**src/rtl/fpt_pkg.sv**
```systemverilog
// Package for the fan PWM and tachometer monitor.
// Holds widths, reset values, register indexes, controller types and command structs.
// No dependencies.
`timescale 1ns / 1ps

package fpt_pkg;

  localparam int PERIOD_BITS = 16;
  localparam int TOP_W       = 8;
  localparam int NUM_W       = 30;
  localparam int RPM_W       = 16;
  localparam int THR_W       = 16;
  localparam int DIV_CNT_W   = $clog2(NUM_W);

  localparam int CFG_IDX_W  = 2;
  localparam int CFG_DATA_W = NUM_W;

  localparam logic [CFG_IDX_W-1:0] REG_PWM_TOP       = 2'd0;
  localparam logic [CFG_IDX_W-1:0] REG_RPM_NUMERATOR = 2'd1;
  localparam logic [CFG_IDX_W-1:0] REG_OK_THRESHOLD  = 2'd2;

  localparam logic [1:0] ENC_DEC = 2'd1;
  localparam logic [1:0] ENC_INC = 2'd2;

  localparam logic [TOP_W-1:0]       PWM_TOP_RST   = 8'd199;
  localparam logic [NUM_W-1:0]       NUM_RST       = 30'd30000000;
  localparam logic [THR_W-1:0]       THR_RST       = 16'd2400;
  localparam logic [TOP_W-1:0]       DUTY_RST      = 8'd50;
  localparam logic [PERIOD_BITS-1:0] PERIOD_RST    = PERIOD_BITS'(6800);
  localparam logic [RPM_W-1:0]       RPM_RST       = 16'd4411;
  localparam logic [RPM_W-1:0]       RPM_MAX       = 16'hFFFF;

  typedef enum logic [1:0] {
    ST_IDLE,
    ST_DIV,
    ST_PUB
  } ctrl_state_e;

  typedef struct packed {
    logic step;       // apply the accepted word to the state
    logic div_start;  // load the divider
    logic div_step;   // one quotient bit
    logic load_out;   // capture the result word
  } cmd_t;

  typedef struct packed {
    logic need_div;   // the word on the input needs a new rpm
    logic div_last;   // final quotient bit this cycle
  } status_t;

endpackage

```
**src/rtl/fpt_item_if.sv**
```systemverilog
// Input channel of the fan monitor: one word of ticks, tach edge and encoder step.
// Depends on nothing.
`timescale 1ns / 1ps

interface fpt_item_if;
  logic       valid;
  logic       ready;
  logic       pwm_tick;
  logic       timer_tick;
  logic       tach_edge;
  logic [1:0] enc_step;

  modport source (output valid, pwm_tick, timer_tick, tach_edge, enc_step, input ready);
  modport sink   (input valid, pwm_tick, timer_tick, tach_edge, enc_step, output ready);
endinterface

```
**src/rtl/fpt_result_if.sv**
```systemverilog
// Output channel of the fan monitor: one status word per accepted input word.
// Depends on nothing.
`timescale 1ns / 1ps

interface fpt_result_if;
  logic        valid;
  logic        ready;
  logic        pwm_out;
  logic [7:0]  duty_value;
  logic [15:0] period_ticks;
  logic [15:0] rpm;
  logic        fan_ok;
  logic        stalled;
  logic        buzzer;

  modport source (output valid, pwm_out, duty_value, period_ticks, rpm, fan_ok, stalled,
                  buzzer, input ready);
  modport sink   (input valid, pwm_out, duty_value, period_ticks, rpm, fan_ok, stalled,
                  buzzer, output ready);
endinterface

```
**src/rtl/fan_pwm_tach_monitor.sv**
```systemverilog
// Top level of the fan PWM and tachometer monitor.
// Depends on fpt_pkg, fpt_item_if, fpt_result_if, fpt_ctrl and fpt_datapath.
`timescale 1ns / 1ps

// Each input word carries a PWM tick, a timer tick, a tach edge flag and an encoder step,
// and produces exactly one status word. A word that needs no divide goes straight to the
// output register, so such words stream at one per cycle while the output side keeps
// up; it lets a new word be accepted in the same cycle that the previous status word is
// taken. A word with a tach edge, and the first word after rpm_numerator is written,
// starts a restoring divider that produces one quotient bit per cycle: such a word holds
// off the input from its accept through the 30-bit numerator's steps to its publish.
// rpm is saturated at 65535, also for a zero period. Not enforced by the block: the user
// must write configuration through the plain write port only while no word is in flight.
module fan_pwm_tach_monitor (
  input  logic                           clk_i,
  input  logic                           rst_ni,
  input  logic                           cfg_we_i,
  input  logic [fpt_pkg::CFG_IDX_W-1:0]  cfg_idx_i,
  input  logic [fpt_pkg::CFG_DATA_W-1:0] cfg_wdata_i,
  fpt_item_if.sink                       item_i,
  fpt_result_if.source                   result_o
);

  fpt_pkg::cmd_t    cmd;
  fpt_pkg::status_t status;

  // The controller owns the handshakes; the datapath owns every value.
  fpt_ctrl u_ctrl (
    .clk_i       (clk_i),
    .rst_ni      (rst_ni),
    .in_valid_i  (item_i.valid),
    .out_ready_i (result_o.ready),
    .status_i    (status),
    .cmd_o       (cmd),
    .in_ready_o  (item_i.ready),
    .out_valid_o (result_o.valid)
  );

  fpt_datapath u_datapath (
    .clk_i          (clk_i),
    .rst_ni         (rst_ni),
    .cfg_we_i       (cfg_we_i),
    .cfg_idx_i      (cfg_idx_i),
    .cfg_wdata_i    (cfg_wdata_i),
    .pwm_tick_i     (item_i.pwm_tick),
    .timer_tick_i   (item_i.timer_tick),
    .tach_edge_i    (item_i.tach_edge),
    .enc_step_i     (item_i.enc_step),
    .cmd_i          (cmd),
    .status_o       (status),
    .pwm_out_o      (result_o.pwm_out),
    .duty_value_o   (result_o.duty_value),
    .period_ticks_o (result_o.period_ticks),
    .rpm_o          (result_o.rpm),
    .fan_ok_o       (result_o.fan_ok),
    .stalled_o      (result_o.stalled),
    .buzzer_o       (result_o.buzzer)
  );

`ifndef SYNTHESIS
  // While the divider runs, no further word may enter.
  a_busy_blocks_input: assert property (@(posedge clk_i) disable iff (!rst_ni)
    cmd.div_step |-> !item_i.ready)
    else $error("input accepted while the divider runs");

  // A divide always begins with a quotient step in the next cycle.
  a_div_follows_start: assert property (@(posedge clk_i) disable iff (!rst_ni)
    cmd.div_start |=> cmd.div_step)
    else $error("divider started but did not step");

  // A word that needs no divide is answered in the next cycle.
  a_fast_word_answered: assert property (@(posedge clk_i) disable iff (!rst_ni)
    (item_i.valid && item_i.ready && !status.need_div) |=> result_o.valid)
    else $error("status word missing after a plain word");

  // Stall and buzzer are always set and cleared together.
  a_stall_buzzer_match: assert property (@(posedge clk_i) disable iff (!rst_ni)
    result_o.valid |-> (result_o.stalled == result_o.buzzer))
    else $error("stall and buzzer disagree");
`endif

endmodule

```
**src/rtl/fpt_ctrl.sv**
```systemverilog
// Controller of the fan monitor: sequences accept, rpm division and publishing.
// Depends on fpt_pkg.
`timescale 1ns / 1ps

module fpt_ctrl (
  input  logic             clk_i,
  input  logic             rst_ni,
  input  logic             in_valid_i,
  input  logic             out_ready_i,
  input  fpt_pkg::status_t status_i,
  output fpt_pkg::cmd_t    cmd_o,
  output logic             in_ready_o,
  output logic             out_valid_o
);

  fpt_pkg::ctrl_state_e state_q, state_d;
  logic                 out_valid_q, out_valid_d;
  logic                 out_free;

  assign out_free    = !out_valid_q || out_ready_i;
  assign out_valid_o = out_valid_q;

  always_ff @(posedge clk_i or negedge rst_ni) begin
    if (!rst_ni) begin
      state_q     <= fpt_pkg::ST_IDLE;
      out_valid_q <= 1'b0;
    end else begin
      state_q     <= state_d;
      out_valid_q <= out_valid_d;
    end
  end

  always_comb begin
    state_d    = state_q;
    cmd_o      = '0;
    in_ready_o = 1'b0;
    unique case (state_q)
      fpt_pkg::ST_IDLE: begin
        in_ready_o = out_free;
        if (in_valid_i && out_free) begin
          cmd_o.step = 1'b1;
          if (status_i.need_div) begin
            cmd_o.div_start = 1'b1;
            state_d         = fpt_pkg::ST_DIV;
          end else begin
            cmd_o.load_out = 1'b1;
          end
        end
      end
      fpt_pkg::ST_DIV: begin
        cmd_o.div_step = 1'b1;
        if (status_i.div_last) begin
          state_d = fpt_pkg::ST_PUB;
        end
      end
      fpt_pkg::ST_PUB: begin
        if (out_free) begin
          cmd_o.load_out = 1'b1;
          state_d        = fpt_pkg::ST_IDLE;
        end
      end
      default: begin
        state_d = fpt_pkg::ST_IDLE;
      end
    endcase

    if (cmd_o.load_out) begin
      out_valid_d = 1'b1;
    end else if (out_ready_i) begin
      out_valid_d = 1'b0;
    end else begin
      out_valid_d = out_valid_q;
    end
  end

endmodule

```
**src/rtl/fpt_datapath.sv**
```systemverilog
// Datapath of the fan monitor: registers, PWM and tach state, serial divider, result word.
// Depends on fpt_pkg.
`timescale 1ns / 1ps

module fpt_datapath (
  input  logic                             clk_i,
  input  logic                             rst_ni,
  input  logic                             cfg_we_i,
  input  logic [fpt_pkg::CFG_IDX_W-1:0]    cfg_idx_i,
  input  logic [fpt_pkg::CFG_DATA_W-1:0]   cfg_wdata_i,
  input  logic                             pwm_tick_i,
  input  logic                             timer_tick_i,
  input  logic                             tach_edge_i,
  input  logic [1:0]                       enc_step_i,
  input  fpt_pkg::cmd_t                    cmd_i,
  output fpt_pkg::status_t                 status_o,
  output logic                             pwm_out_o,
  output logic [fpt_pkg::TOP_W-1:0]        duty_value_o,
  output logic [15:0]                      period_ticks_o,
  output logic [fpt_pkg::RPM_W-1:0]        rpm_o,
  output logic                             fan_ok_o,
  output logic                             stalled_o,
  output logic                             buzzer_o
);

  localparam int P = fpt_pkg::PERIOD_BITS;
  localparam int N = fpt_pkg::NUM_W;

  // Configuration registers
  logic [fpt_pkg::TOP_W-1:0] top_q;
  logic [N-1:0]              num_q;
  logic [fpt_pkg::THR_W-1:0] thr_q;
  logic                      num_dirty_q, num_dirty_d;

  // Item state
  logic [fpt_pkg::TOP_W-1:0] cnt_q, cnt_d, cmp_q, cmp_d, duty_q, duty_d, duty_enc;
  logic                      down_q, down_d;
  logic [P-1:0]              pc_q, pc_d, pc_inc, cap_q, cap_d;
  logic                      stall_q, stall_d, buzz_q, buzz_d;
  logic [fpt_pkg::RPM_W-1:0] rpm_q, rpm_d;

  // Divider
  logic [P-1:0]                  rem_q, rem_d, div_q;
  logic [N-1:0]                  quo_q, quo_d;
  logic [fpt_pkg::DIV_CNT_W-1:0] dcnt_q, dcnt_d;
  logic [P:0]                    rem_sh, rem_sub;
  logic                          ge;

  // Result register
  logic                      r_pwm_q, r_ok_q, r_stall_q, r_buzz_q;
  logic [fpt_pkg::TOP_W-1:0] r_duty_q;
  logic [15:0]               r_period_q;
  logic [fpt_pkg::RPM_W-1:0] r_rpm_q;

  always_ff @(posedge clk_i or negedge rst_ni) begin
    if (!rst_ni) begin
      top_q <= fpt_pkg::PWM_TOP_RST;
      num_q <= fpt_pkg::NUM_RST;
      thr_q <= fpt_pkg::THR_RST;
    end else if (cfg_we_i) begin
      unique case (cfg_idx_i)
        fpt_pkg::REG_PWM_TOP:       top_q <= cfg_wdata_i[fpt_pkg::TOP_W-1:0];
        fpt_pkg::REG_RPM_NUMERATOR: num_q <= cfg_wdata_i[N-1:0];
        fpt_pkg::REG_OK_THRESHOLD:  thr_q <= cfg_wdata_i[fpt_pkg::THR_W-1:0];
        default: begin
        end
      endcase
    end
  end

  // A new numerator must be divided again before the next word is answered.
  always_comb begin
    num_dirty_d = num_dirty_q;
    if (cmd_i.div_start) begin
      num_dirty_d = 1'b0;
    end
    if (cfg_we_i && (cfg_idx_i == fpt_pkg::REG_RPM_NUMERATOR)) begin
      num_dirty_d = 1'b1;
    end
  end

  always_comb begin
    // Encoder step, then clamp to the top.
    duty_enc = duty_q;
    case (enc_step_i)
      fpt_pkg::ENC_DEC: if (duty_q != '0) duty_enc = duty_q - 8'd1;
      fpt_pkg::ENC_INC: if (duty_q != 8'hFF) duty_enc = duty_q + 8'd1;
      default: duty_enc = duty_q;
    endcase

    duty_d  = duty_q;
    cnt_d   = cnt_q;
    down_d  = down_q;
    cmp_d   = cmp_q;
    pc_d    = pc_q;
    cap_d   = cap_q;
    stall_d = stall_q;
    buzz_d  = buzz_q;
    pc_inc  = pc_q + 1'b1;

    if (cmd_i.step) begin
      duty_d = (duty_enc > top_q) ? top_q : duty_enc;

      if (pwm_tick_i) begin
        if (!down_q) begin
          if (cnt_q < top_q) cnt_d = cnt_q + 8'd1;
          if (cnt_d >= top_q) begin
            down_d = 1'b1;
            cmp_d  = duty_d;
          end
        end else begin
          if (cnt_q != '0) cnt_d = cnt_q - 8'd1;
          if (cnt_d == '0) down_d = 1'b0;
        end
      end

      // An edge together with a tick starts the new period at one.
      if (tach_edge_i) begin
        cap_d   = pc_q;
        pc_d    = P'(timer_tick_i);
        stall_d = 1'b0;
        buzz_d  = 1'b0;
      end else if (timer_tick_i) begin
        pc_d = pc_inc;
        if (pc_inc == '0) begin
          stall_d = 1'b1;
          buzz_d  = 1'b1;
        end
      end
    end
  end

  // Restoring division of the numerator by the captured period, one bit a cycle.
  assign rem_sh  = {rem_q, quo_q[N-1]};
  assign ge      = rem_sh >= {1'b0, div_q};
  assign rem_sub = rem_sh - {1'b0, div_q};

  assign status_o.need_div = tach_edge_i || num_dirty_q;
  assign status_o.div_last = cmd_i.div_step && (dcnt_q == fpt_pkg::DIV_CNT_W'(N - 1));

  always_comb begin
    rem_d  = rem_q;
    quo_d  = quo_q;
    dcnt_d = dcnt_q;
    rpm_d  = rpm_q;
    if (cmd_i.div_start) begin
      rem_d  = '0;
      quo_d  = num_q;
      dcnt_d = '0;
    end else if (cmd_i.div_step) begin
      rem_d  = ge ? rem_sub[P-1:0] : rem_sh[P-1:0];
      quo_d  = {quo_q[N-2:0], ge};
      dcnt_d = dcnt_q + 1'b1;
      if (status_o.div_last) begin
        if (div_q == '0 || (quo_d >> fpt_pkg::RPM_W) != '0) begin
          rpm_d = fpt_pkg::RPM_MAX;
        end else begin
          rpm_d = quo_d[fpt_pkg::RPM_W-1:0];
        end
      end
    end
  end

  always_ff @(posedge clk_i or negedge rst_ni) begin
    if (!rst_ni) begin
      num_dirty_q <= 1'b0;
      duty_q      <= fpt_pkg::DUTY_RST;
      cnt_q       <= '0;
      down_q      <= 1'b0;
      cmp_q       <= fpt_pkg::DUTY_RST;
      pc_q        <= '0;
      cap_q       <= fpt_pkg::PERIOD_RST;
      stall_q     <= 1'b0;
      buzz_q      <= 1'b0;
      rpm_q       <= fpt_pkg::RPM_RST;
      dcnt_q      <= '0;
    end else begin
      num_dirty_q <= num_dirty_d;
      duty_q      <= duty_d;
      cnt_q       <= cnt_d;
      down_q      <= down_d;
      cmp_q       <= cmp_d;
      pc_q        <= pc_d;
      cap_q       <= cap_d;
      stall_q     <= stall_d;
      buzz_q      <= buzz_d;
      rpm_q       <= rpm_d;
      dcnt_q      <= dcnt_d;
    end
  end

  always_ff @(posedge clk_i) begin
    rem_q <= rem_d;
    quo_q <= quo_d;
    if (cmd_i.div_start) begin
      div_q <= cap_d;
    end
    if (cmd_i.load_out) begin
      r_pwm_q    <= cnt_d < cmp_d;
      r_duty_q   <= duty_d;
      r_period_q <= ((cap_d >> 16) != '0) ? 16'hFFFF : 16'(cap_d);
      r_rpm_q    <= rpm_d;
      r_ok_q     <= rpm_d >= thr_q;
      r_stall_q  <= stall_d;
      r_buzz_q   <= buzz_d;
    end
  end

  assign pwm_out_o      = r_pwm_q;
  assign duty_value_o   = r_duty_q;
  assign period_ticks_o = r_period_q;
  assign rpm_o          = r_rpm_q;
  assign fan_ok_o       = r_ok_q;
  assign stalled_o      = r_stall_q;
  assign buzzer_o       = r_buzz_q;

endmodule

```
**src/flat_wrapper.sv**
```systemverilog
// flat-port wrapper written by rule: the top's interface ports become plain ports
module fan_pwm_tach_monitor_flat 
  (clk_i, rst_ni, cfg_we_i, cfg_idx_i, cfg_wdata_i, item_i_valid, item_i_pwm_tick, item_i_timer_tick, item_i_tach_edge, item_i_enc_step, item_i_ready, result_o_valid, result_o_pwm_out, result_o_duty_value, result_o_period_ticks, result_o_rpm, result_o_fan_ok, result_o_stalled, result_o_buzzer, result_o_ready);
  fpt_item_if item_i_i ();
  fpt_result_if result_o_i ();
  input  logic clk_i;
  input  logic rst_ni;
  input  logic cfg_we_i;
  input  logic [fpt_pkg::CFG_IDX_W-1:0] cfg_idx_i;
  input  logic [fpt_pkg::CFG_DATA_W-1:0] cfg_wdata_i;
  input wire logic [$bits(item_i_i.valid)-1:0] item_i_valid;
  input wire logic [$bits(item_i_i.pwm_tick)-1:0] item_i_pwm_tick;
  input wire logic [$bits(item_i_i.timer_tick)-1:0] item_i_timer_tick;
  input wire logic [$bits(item_i_i.tach_edge)-1:0] item_i_tach_edge;
  input wire logic [$bits(item_i_i.enc_step)-1:0] item_i_enc_step;
  output wire logic [$bits(item_i_i.ready)-1:0] item_i_ready;
  output wire logic [$bits(result_o_i.valid)-1:0] result_o_valid;
  output wire logic [$bits(result_o_i.pwm_out)-1:0] result_o_pwm_out;
  output wire logic [$bits(result_o_i.duty_value)-1:0] result_o_duty_value;
  output wire logic [$bits(result_o_i.period_ticks)-1:0] result_o_period_ticks;
  output wire logic [$bits(result_o_i.rpm)-1:0] result_o_rpm;
  output wire logic [$bits(result_o_i.fan_ok)-1:0] result_o_fan_ok;
  output wire logic [$bits(result_o_i.stalled)-1:0] result_o_stalled;
  output wire logic [$bits(result_o_i.buzzer)-1:0] result_o_buzzer;
  input wire logic [$bits(result_o_i.ready)-1:0] result_o_ready;
  assign item_i_i.valid = item_i_valid;
  assign item_i_i.pwm_tick = item_i_pwm_tick;
  assign item_i_i.timer_tick = item_i_timer_tick;
  assign item_i_i.tach_edge = item_i_tach_edge;
  assign item_i_i.enc_step = item_i_enc_step;
  assign item_i_ready = item_i_i.ready;
  assign result_o_valid = result_o_i.valid;
  assign result_o_pwm_out = result_o_i.pwm_out;
  assign result_o_duty_value = result_o_i.duty_value;
  assign result_o_period_ticks = result_o_i.period_ticks;
  assign result_o_rpm = result_o_i.rpm;
  assign result_o_fan_ok = result_o_i.fan_ok;
  assign result_o_stalled = result_o_i.stalled;
  assign result_o_buzzer = result_o_i.buzzer;
  assign result_o_i.ready = result_o_ready;
  fan_pwm_tach_monitor u_core (.clk_i(clk_i), .rst_ni(rst_ni), .cfg_we_i(cfg_we_i), .cfg_idx_i(cfg_idx_i), .cfg_wdata_i(cfg_wdata_i), .item_i(item_i_i), .result_o(result_o_i));
endmodule
```
**config.mk**
```make
export PLATFORM = sky130hd
export DESIGN_NAME = fan_pwm_tach_monitor_flat
export DESIGN_NICKNAME = d
export VERILOG_FILES = /design/src/rtl/fpt_pkg.sv /design/src/rtl/fpt_item_if.sv /design/src/rtl/fpt_result_if.sv /design/src/rtl/fan_pwm_tach_monitor.sv /design/src/rtl/fpt_ctrl.sv /design/src/rtl/fpt_datapath.sv /design/src/flat_wrapper.sv
export SDC_FILE = /design/constraint.sdc
export NUM_CORES = 1
export LEC_CHECK = 0
export CORE_ASPECT_RATIO = 0.75
export CORE_UTILIZATION = 55
export DETAILED_ROUTE_END_ITERATION = 8
export DONT_BUFFER_PORTS = 1
export PLACE_DENSITY = 0.7
export SYNTH_ARGS = -nofsm -noshare
export SYNTH_HDL_FRONTEND = slang
export SYNTH_SLANG_ARGS = --single-unit
```
**constraint.sdc**
```tcl
create_clock -name clk_i -period 14.2 [get_ports clk_i]
set_clock_uncertainty 0.2 [all_clocks]
set_input_delay 0.71 -clock clk_i [delete_from_list [all_inputs] [get_ports clk_i]]
set_output_delay 0.71 -clock clk_i [all_outputs]
set_load 0.02 [all_outputs]
```
==> results of run 1 <==
synthesized netlist by cell type (3+ instances only):
| library cell | instances |
|---|---|
| or2_2 | 5 |
| or4_1 | 3 |
| dfstp_2 | 37 |
| a221oi_1 | 4 |
| and2_1 | 7 |
| nand2_1 | 164 |
| o31ai_1 | 10 |
| xor2_1 | 16 |
| ha_1 | 73 |
| o2111ai_1 | 3 |
| a22o_1 | 3 |
| o21a_1 | 3 |
| a31oi_1 | 8 |
| inv_1 | 66 |
| edfxtp_1 | 90 |
| mux2_2 | 79 |
| a21oi_1 | 55 |
| o22a_1 | 16 |
| a32oi_1 | 6 |
| buf_2 | 4 |
| and3_1 | 12 |
| clkbuf_1 | 36 |
| dfrtp_1 | 101 |
| xnor2_1 | 14 |
| a211oi_1 | 6 |
| nor2_1 | 55 |
| nand2b_1 | 10 |
| mux2i_1 | 13 |
| a21o_1 | 16 |
| buf_1 | 3 |
| nor3b_1 | 4 |
| nor3_1 | 20 |
| nand3_1 | 19 |
| nor2b_1 | 10 |
| nor4_1 | 10 |
| o22ai_1 | 6 |
| or3_1 | 3 |
| o21ai_0 | 71 |
| dfxtp_1 | 16 |
| nand4_1 | 14 |
| o41ai_1 | 3 |
kinds of logic after synthesis:
logic type,count (synthesis),synth area share [%]
compound gates,233,12.1
buf+inv,112,3.55
mux,92,8.29
fa+ha+maj,74,7.59
simple gates,347,13.3
xor+xnor,30,2.14
flops,244,53.0
final cells by class:
class | instances | area [µm²]
inverters | 67 | 251
clock inverters | 9 | 109
repair buffers | 11 | 103
clock buffers | 35 | 672
multi-input cells | 776 | 5350
well taps | 288 | 360
fillers | 1702 | 8160
flip-flops and latches | 244 | 6520
power groups by stage:
stage	registers, mW	logic, mW	clock network (mW)
after detailed placement	1.16	0.977	0
final	1.15	1.00	0.632
after global routing	1.17	1.13	0.673
after CTS	1.15	0.999	0.648
after floorplan	1.08	0.808	0
after global placement	1.15	0.959	0
cell usage in the layout, fill, tap and decap left out, drive strengths merged, types with 13 or more instances in the layout:
cell type,synthesis,routed
nand2,165,165
dfrtp,101,101
edfxtp,90,90
mux2,79,79
ha,73,73
o21ai,72,72
inv,66,66
nor2,55,55
a21oi,55,55
dfstp,37,37
clkbuf,36,35
nor3,20,20
nand3,19,19
xor2,16,16
a21o,16,16
o22a,16,16
dfxtp,16,16
nand4,14,14
xnor2,14,14
mux2i,13,13
worst max-delay path, stage by stage, from the launching register on:
cell,delay (ns)
dfstp_2,0.57
ha_1,0.25
nand2_1,0.13
nor3_1,0.39
a21o_1,0.28
a21oi_1,0.08
a21oi_1,0.16
a2bb2oi_1,0.30
ha_1,0.30
and4_1,0.17
a31oi_1,0.79
mux2_2,0.45
mux2i_1,0.17
ha_1,0.26
o21a_1,0.16
o2111ai_1,0.20
o21ai_0,0.12
a31oi_1,0.16
routing by layer:
layer	up-vias	wire length (µm)	share of wire [%]	track usage, %
met5	-	0	0	0
met4	0	448	1.6	5.36
met3	34	1610	5.9	4.17
met2	222	11500	42	34.4
met1	4089	13900	51	37.9
li1	4056	-	-	-
worst paths after layout:
path / end / slack [ns] / cells after the start
setup / recovery: u_core.u_datapath.pwm_out_o / 8.90 / 17
setup reg to reg: u_core.u_datapath.pwm_out_o / 8.90 / 17
max in group asynchronous: u_core.u_datapath.thr_q[10] / 13.33 / 1
min in group clk_i: u_core.u_datapath.pc_q[2] / 0.10 / 1
hold reg to reg: u_core.u_datapath.buzz_q / 0.27 / 1
hold / removal: u_core.u_datapath.dcnt_q[3] / -0.002 / 1
per-stage QoR:
stage,std cells,setup WS (ns),instance area [µm²]
floorplan,1132,9.42,12300
global placement,1385,9.03,12600
detailed placement,1385,8.99,12600
CTS,1430,8.96,13400
global route,1430,8.45,13400
finish,1430,8.90,13400
flip-flops by register name (all words and copies together) (netlist names), 16 cells and up:
name,count
u_core.u_datapath.num_q,30
u_core.u_datapath.quo_q,30
u_core.u_datapath.cap_q,16
u_core.u_datapath.div_q,16
u_core.u_datapath.pc_q,16
u_core.u_datapath.period_ticks_o,16
u_core.u_datapath.rem_q,16
u_core.u_datapath.rpm_o,16
u_core.u_datapath.rpm_q,16
u_core.u_datapath.thr_q,16
repair_timing:
| action | CTS | global route |
|---|---|---|
| hold endpoints to repair | 138 | 0 |
| hold buffers | 1 | 0 |
| setup buffers | 0 | 0 |
==> impl_metrics.env, run 1 <==
export IMPL_status="finished, violations left"
export IMPL_violations="hold timing"
export IMPL_switching_share_pct=36.4
export IMPL_drt_initial_drc_count=723
export IMPL_dieWidth_um=175
export IMPL_maxSlewViolCount=0
export IMPL_power_switching_mw=1.01
export IMPL_cp_data_arrival_time_ns=5.47
export IMPL_synth_area_leaders="edfxtp_1 (22%), dfrtp_1 (21%), dfstp_2 (7.9%)"
export IMPL_drc=0
export IMPL_synth_seq_cells=244
export IMPL_total_power_mw=2.79
export IMPL_max_freq_mhz=189
export IMPL_rsz0062_at_grt="false"
export IMPL_gr_total_overflow=0
export IMPL_yosysTopAreaCellShare_pct=22.0
export IMPL_crit_required_ns=14.37
export IMPL_dieArea_um2=23000
export IMPL_cp_end_kind="register"
export IMPL_grt_pass1_wl_um=43800
export IMPL_min_path_type="in -> async"
export IMPL_cts_resized=0
export IMPL_synth_top_cell_by_area="edfxtp_1"
export IMPL_crit_fanout=9
export IMPL_synthArstFlopShare_pct=56.6
export IMPL_yosys_warnings=0
export IMPL_first_pass_iters=5
export IMPL_h_tree_depth=1
export IMPL_die_y_um=132
export IMPL_worstSetupStartpointType="register"
export IMPL_fin_crit_ns=5.30
export IMPL_dp_hpwl_um=18500
export IMPL_ctsLongestPathBuffers=3
export IMPL_p_seq_share_pct=41.3
export IMPL_root_buffer="clkbuf_16"
export IMPL_p_leak_nw=5.72
export IMPL_fin_crit_sh_pct=37.3
export IMPL_clkPwrFrac_pct=22.7
export IMPL_combinationalPowerShare_pct=36.1
export IMPL_syn_area_per_cell_um2=10.9
export IMPL_grt_pass1_vias=7980
export IMPL_placement_io_buffers=0
export IMPL_via_count=8401
export IMPL_powerDensity_nw_per_um2=208
export IMPL_layout_drive_gt1_share_pct=15.2
export IMPL_cts_tree="yes"
export IMPL_cts_buffers=24
export IMPL_rows=46
export IMPL_wirelength_um=27500
export IMPL_area_growth_pct=8.68
export IMPL_maxSlewHeadroom_pct=29.2
export IMPL_cts_sinks=244
export IMPL_grt_max_degree=139
export IMPL_antenna_cells=0
export IMPL_crit_start="u_core.u_datapath.duty_q[1]"
export IMPL_start_util_pct=57.1
export IMPL_worstMarginPinSlew_ns=1.06
export IMPL_synth_area_um2=12300
export IMPL_finalSetupViolCount=0
export IMPL_postSynthCellCount=1132
export IMPL_antenna_found_initial=1
export IMPL_fin_nets=1240
export IMPL_max_cap_viol_count=0
export IMPL_ioPinCount=88
export IMPL_wl_per_cell_um=19.2
export IMPL_clk_pin_slew_ns=0.07
export IMPL_synth_top_flop_cell="dfrtp_1"
export IMPL_fin_tns_setup_ns=0
export IMPL_synth_edf_count=90
export IMPL_synth_seq_area_share_pct=53.0
export IMPL_whs_ns=-0.00233
export IMPL_clk_latency_ns=0.53
export IMPL_via_per_inst=5.87
export IMPL_placeableCoreArea_um2=21500
export IMPL_grtUsageTotal_pct=24.1
export IMPL_syn_nets=1248
export IMPL_ant_nets=0
export IMPL_hold_viol=2
export IMPL_r2r_start="u_core.u_datapath.duty_q[1]"
export IMPL_post_route_util_pct=62.1
export IMPL_p_int_mw=1.77
export IMPL_vdd_ir_drop_max_mv=0.0974
export IMPL_gp_congestion=0.843
export IMPL_critPathKind="reg -> reg"
export IMPL_synth_cell_types=69
Note: power is estimated with default switching activity, not from simulation.
==> run 2, diff against run 1 <==
--- a/config.mk
+++ b/config.mk
@@ -5,6 +5,7 @@
 export SDC_FILE = /design/constraint.sdc
 export NUM_CORES = 1
 export LEC_CHECK = 0
+export ABC_AREA = 1
 export CORE_ASPECT_RATIO = 0.75
 export CORE_UTILIZATION = 55
 export DETAILED_ROUTE_END_ITERATION = 8
==> constraint.sdc (replaced) <==
create_clock -name clk_i -period 5.16 [get_ports clk_i]
set_clock_uncertainty 0.2 [all_clocks]
set_input_delay 0.258 -clock clk_i [delete_from_list [all_inputs] [get_ports clk_i]]
set_output_delay 0.258 -clock clk_i [all_outputs]
set_load 0.02 [all_outputs]
==> run 2 against run 1 <==
The flow now finishes without violations. Die area fell by 1.1%. Clock power rose to 2.6 times the previous value. Sequential cell count did not move. Area after synthesis fell by 1.1%. Largest cell class unchanged.
==> impl_metrics.env, run 2 <==
export IMPL_post_dp_cell_area_um2=12500
export IMPL_ctsLongestPathBuffers=3
export IMPL_holdPathStages=5
export IMPL_cts_buffers=25
export IMPL_syn_nets=1438
export IMPL_via_per_inst=5.43
export IMPL_ioPinCount=88
export IMPL_via_count=9059
export IMPL_gp_congestion=0.876
export IMPL_synth_most_common_cell="nand2_1"
export IMPL_post_route_util_pct=63.5
export IMPL_mostFrequentLayoutCells="nand2_1 (333), inv_1 (180), o21ai_0 (125)"
export IMPL_die_y_um=131
export IMPL_start_util_pct=56.8
export IMPL_vdd_ir_drop_max_mv=0.277
export IMPL_ant_nets=0
export IMPL_cp_end_kind="register"
export IMPL_drc=0
export IMPL_register_area_um2=6520
export IMPL_powerDensity_nw_per_um2=571
export IMPL_synth_edf_count=90
export IMPL_hold_viol=0
export IMPL_finalSetupViolCount=0
export IMPL_maxSlewViolCount=0
export IMPL_dieArea_um2=22700
export IMPL_grt_pass1_wl_um=44700
export IMPL_cts_sinks=244
export IMPL_whs_ns=0.0104
export IMPL_synth_area_um2=12200
export IMPL_max_freq_mhz=225
export IMPL_rsz0062_at_grt="false"
export IMPL_synth_cell_types=45
export IMPL_wirelength_um=27700
export IMPL_worstSetupStartpointType="register"
export IMPL_yosysTopAreaCellShare_pct=22.2
export IMPL_dieWidth_um=174
export IMPL_placeableCoreArea_um2=21400
export IMPL_multi_input_area_um2=4840
export IMPL_area_growth_pct=11.7
export IMPL_postSynthCellCount=1322
export IMPL_drt_initial_drc_count=693
export IMPL_fin_nets=1476
export IMPL_fin_crit_ns=4.44
export IMPL_yosys_warnings=0
export IMPL_h_tree_depth=1
export IMPL_crit_fanout=12
export IMPL_grtUsageTotal_pct=24.9
export IMPL_fin_tns_setup_ns=0
export IMPL_final_common_cell="nand2_1"
export IMPL_fin_crit_sh_pct=86.0
export IMPL_first_pass_iters=5
export IMPL_syn_area_per_cell_um2=9.20
export IMPL_synth_top_cell_by_area="edfxtp_1"
export IMPL_clk_pin_slew_ns=0.06
export IMPL_cp_data_arrival_time_ns=4.62
export IMPL_final_cell_area_um2=13600
export IMPL_status="finished clean"
export IMPL_crit_required_ns=5.34
export IMPL_post_cts_setup_buffers=0
export IMPL_grt_pass1_vias=8449
export IMPL_gr_total_overflow=0
export IMPL_placement_io_buffers=0
export IMPL_synth_top_flop_cell="dfrtp_1"
export IMPL_synthTopCellsByCount="nand2_1 (333), inv_1 (180), o21ai_0 (126)"
export IMPL_antenna_found_initial=1
export IMPL_min_path_type="in -> reg"
export IMPL_synth_area_leaders="edfxtp_1 (22%), dfrtp_1 (21%), nand2_1 (10%)"
export IMPL_cts_tree="yes"
export IMPL_wl_per_cell_um=16.6
export IMPL_grt_max_degree=139
export IMPL_synth_seq_cells=244
export IMPL_clk_latency_ns=0.52
export IMPL_dp_hpwl_um=19200
export IMPL_layout_drive_gt1_share_pct=8.56
export IMPL_worstMarginPinSlew_ns=1.13
export IMPL_fillers=1773
export IMPL_critPathKind="reg -> reg"
export IMPL_synth_seq_area_share_pct=53.6
export IMPL_p_leak_nw=6.26
export IMPL_root_buffer="clkbuf_16"
export IMPL_largestRegisters="u_core.u_datapath.num_q x30, u_core.u_datapath.quo_q x30"
export IMPL_rows=46
export IMPL_total_power_mw=7.76
export IMPL_max_cap_viol_count=0
export IMPL_synthArstFlopShare_pct=56.6
export IMPL_rr_worst_depth=23
export IMPL_maxSlewHeadroom_pct=24.3
run 2: what timing repair did:
item	CTS	global route
resized for setup	0	0
hold buffers	35	0
hold endpoints to repair	199	0
run 2: logic make-up after synthesis:
logic type                 share of synthesized area (%)
xor gates and xnor gates                            2.45
and+or+nand+nor                                     16.9
AOI/OAI and AO/OA                                   11.3
adders and majority gates                           7.67
buffers and inverters                               6.74
DFF                                                 53.6
muxes                                               1.30
run 2: metal layers:
layer | vias up | GRT usage, % | routed length, µm
li1 | 4480 | - | -
met4 | 0 | 5.93 | 541
met3 | 43 | 3.15 | 1360
met1 | 4294 | 38.3 | 14200
met2 | 242 | 37.5 | 11600
met5 | - | 0 | 0
run 2: power breakdown:
group	switching [mW]	internal, mW
clock network	0.742	0.907
registers	0.401	2.76
logic	1.86	1.08
total	3.01	4.75
run 2: cell type report:
type | count | share of cell area [%]
Sequential cell | 244 | 48.0
Multi-Input combinational cell | 863 | 35.6
Inverter | 182 | 5.03
Clock buffer | 31 | 4.84
Timing Repair Buffer | 44 | 3.20
Tap cell | 288 | 2.65
Clock inverter | 15 | 0.608
Antenna cell | 1 | 0.0184
run 2: critical path, cell delays in order (launching register included):
cell and delay, ns:
dfstp_2 0.53, inv_1 0.12, ha_1 0.34, a21oi_1 0.14
o21a_1 0.16, nand2_2 0.10, nor3_1 0.26, nand3_1 0.13
xor2_1 0.15, inv_1 0.09, ha_1 0.30, nand2_1 0.07
nor2_1 0.15, nand4_1 0.09, nand3_1 0.09, nand2_1 0.06
nor2_1 0.10, buf_4 0.18, inv_1 0.10, o21ai_0 0.29
ha_1 0.30, a21oi_1 0.14, o21ai_0 0.09, a21oi_1 0.11
run 2: metrics by stage:
stage,setup slack (ns),instances
2_1_floorplan,0.749,1322
3_5_place_dp,0.751,1586
3_3_place_gp,0.798,1586
5_1_grt,0.296,1668
4_1_cts,0.727,1667
6_report,0.724,1668
run 2: path summary, 6_finish.rpt:
kind,start,endpoint,slack [ns]
max,u_core.u_datapath.top_q[7],u_core.u_datapath.pwm_out_o,0.72
min,item_i_pwm_tick,u_core.u_datapath.down_q,0.01
max reg2reg,u_core.u_datapath.top_q[7],u_core.u_datapath.pwm_out_o,0.72
min reg2reg,u_core.u_datapath.rem_q[5],u_core.u_datapath.rem_q[5],0.27
max in group asynchronous,rst_ni,u_core.u_datapath.thr_q[14],3.96
min in group asynchronous,rst_ni,u_core.u_datapath.cap_q[15],0.19
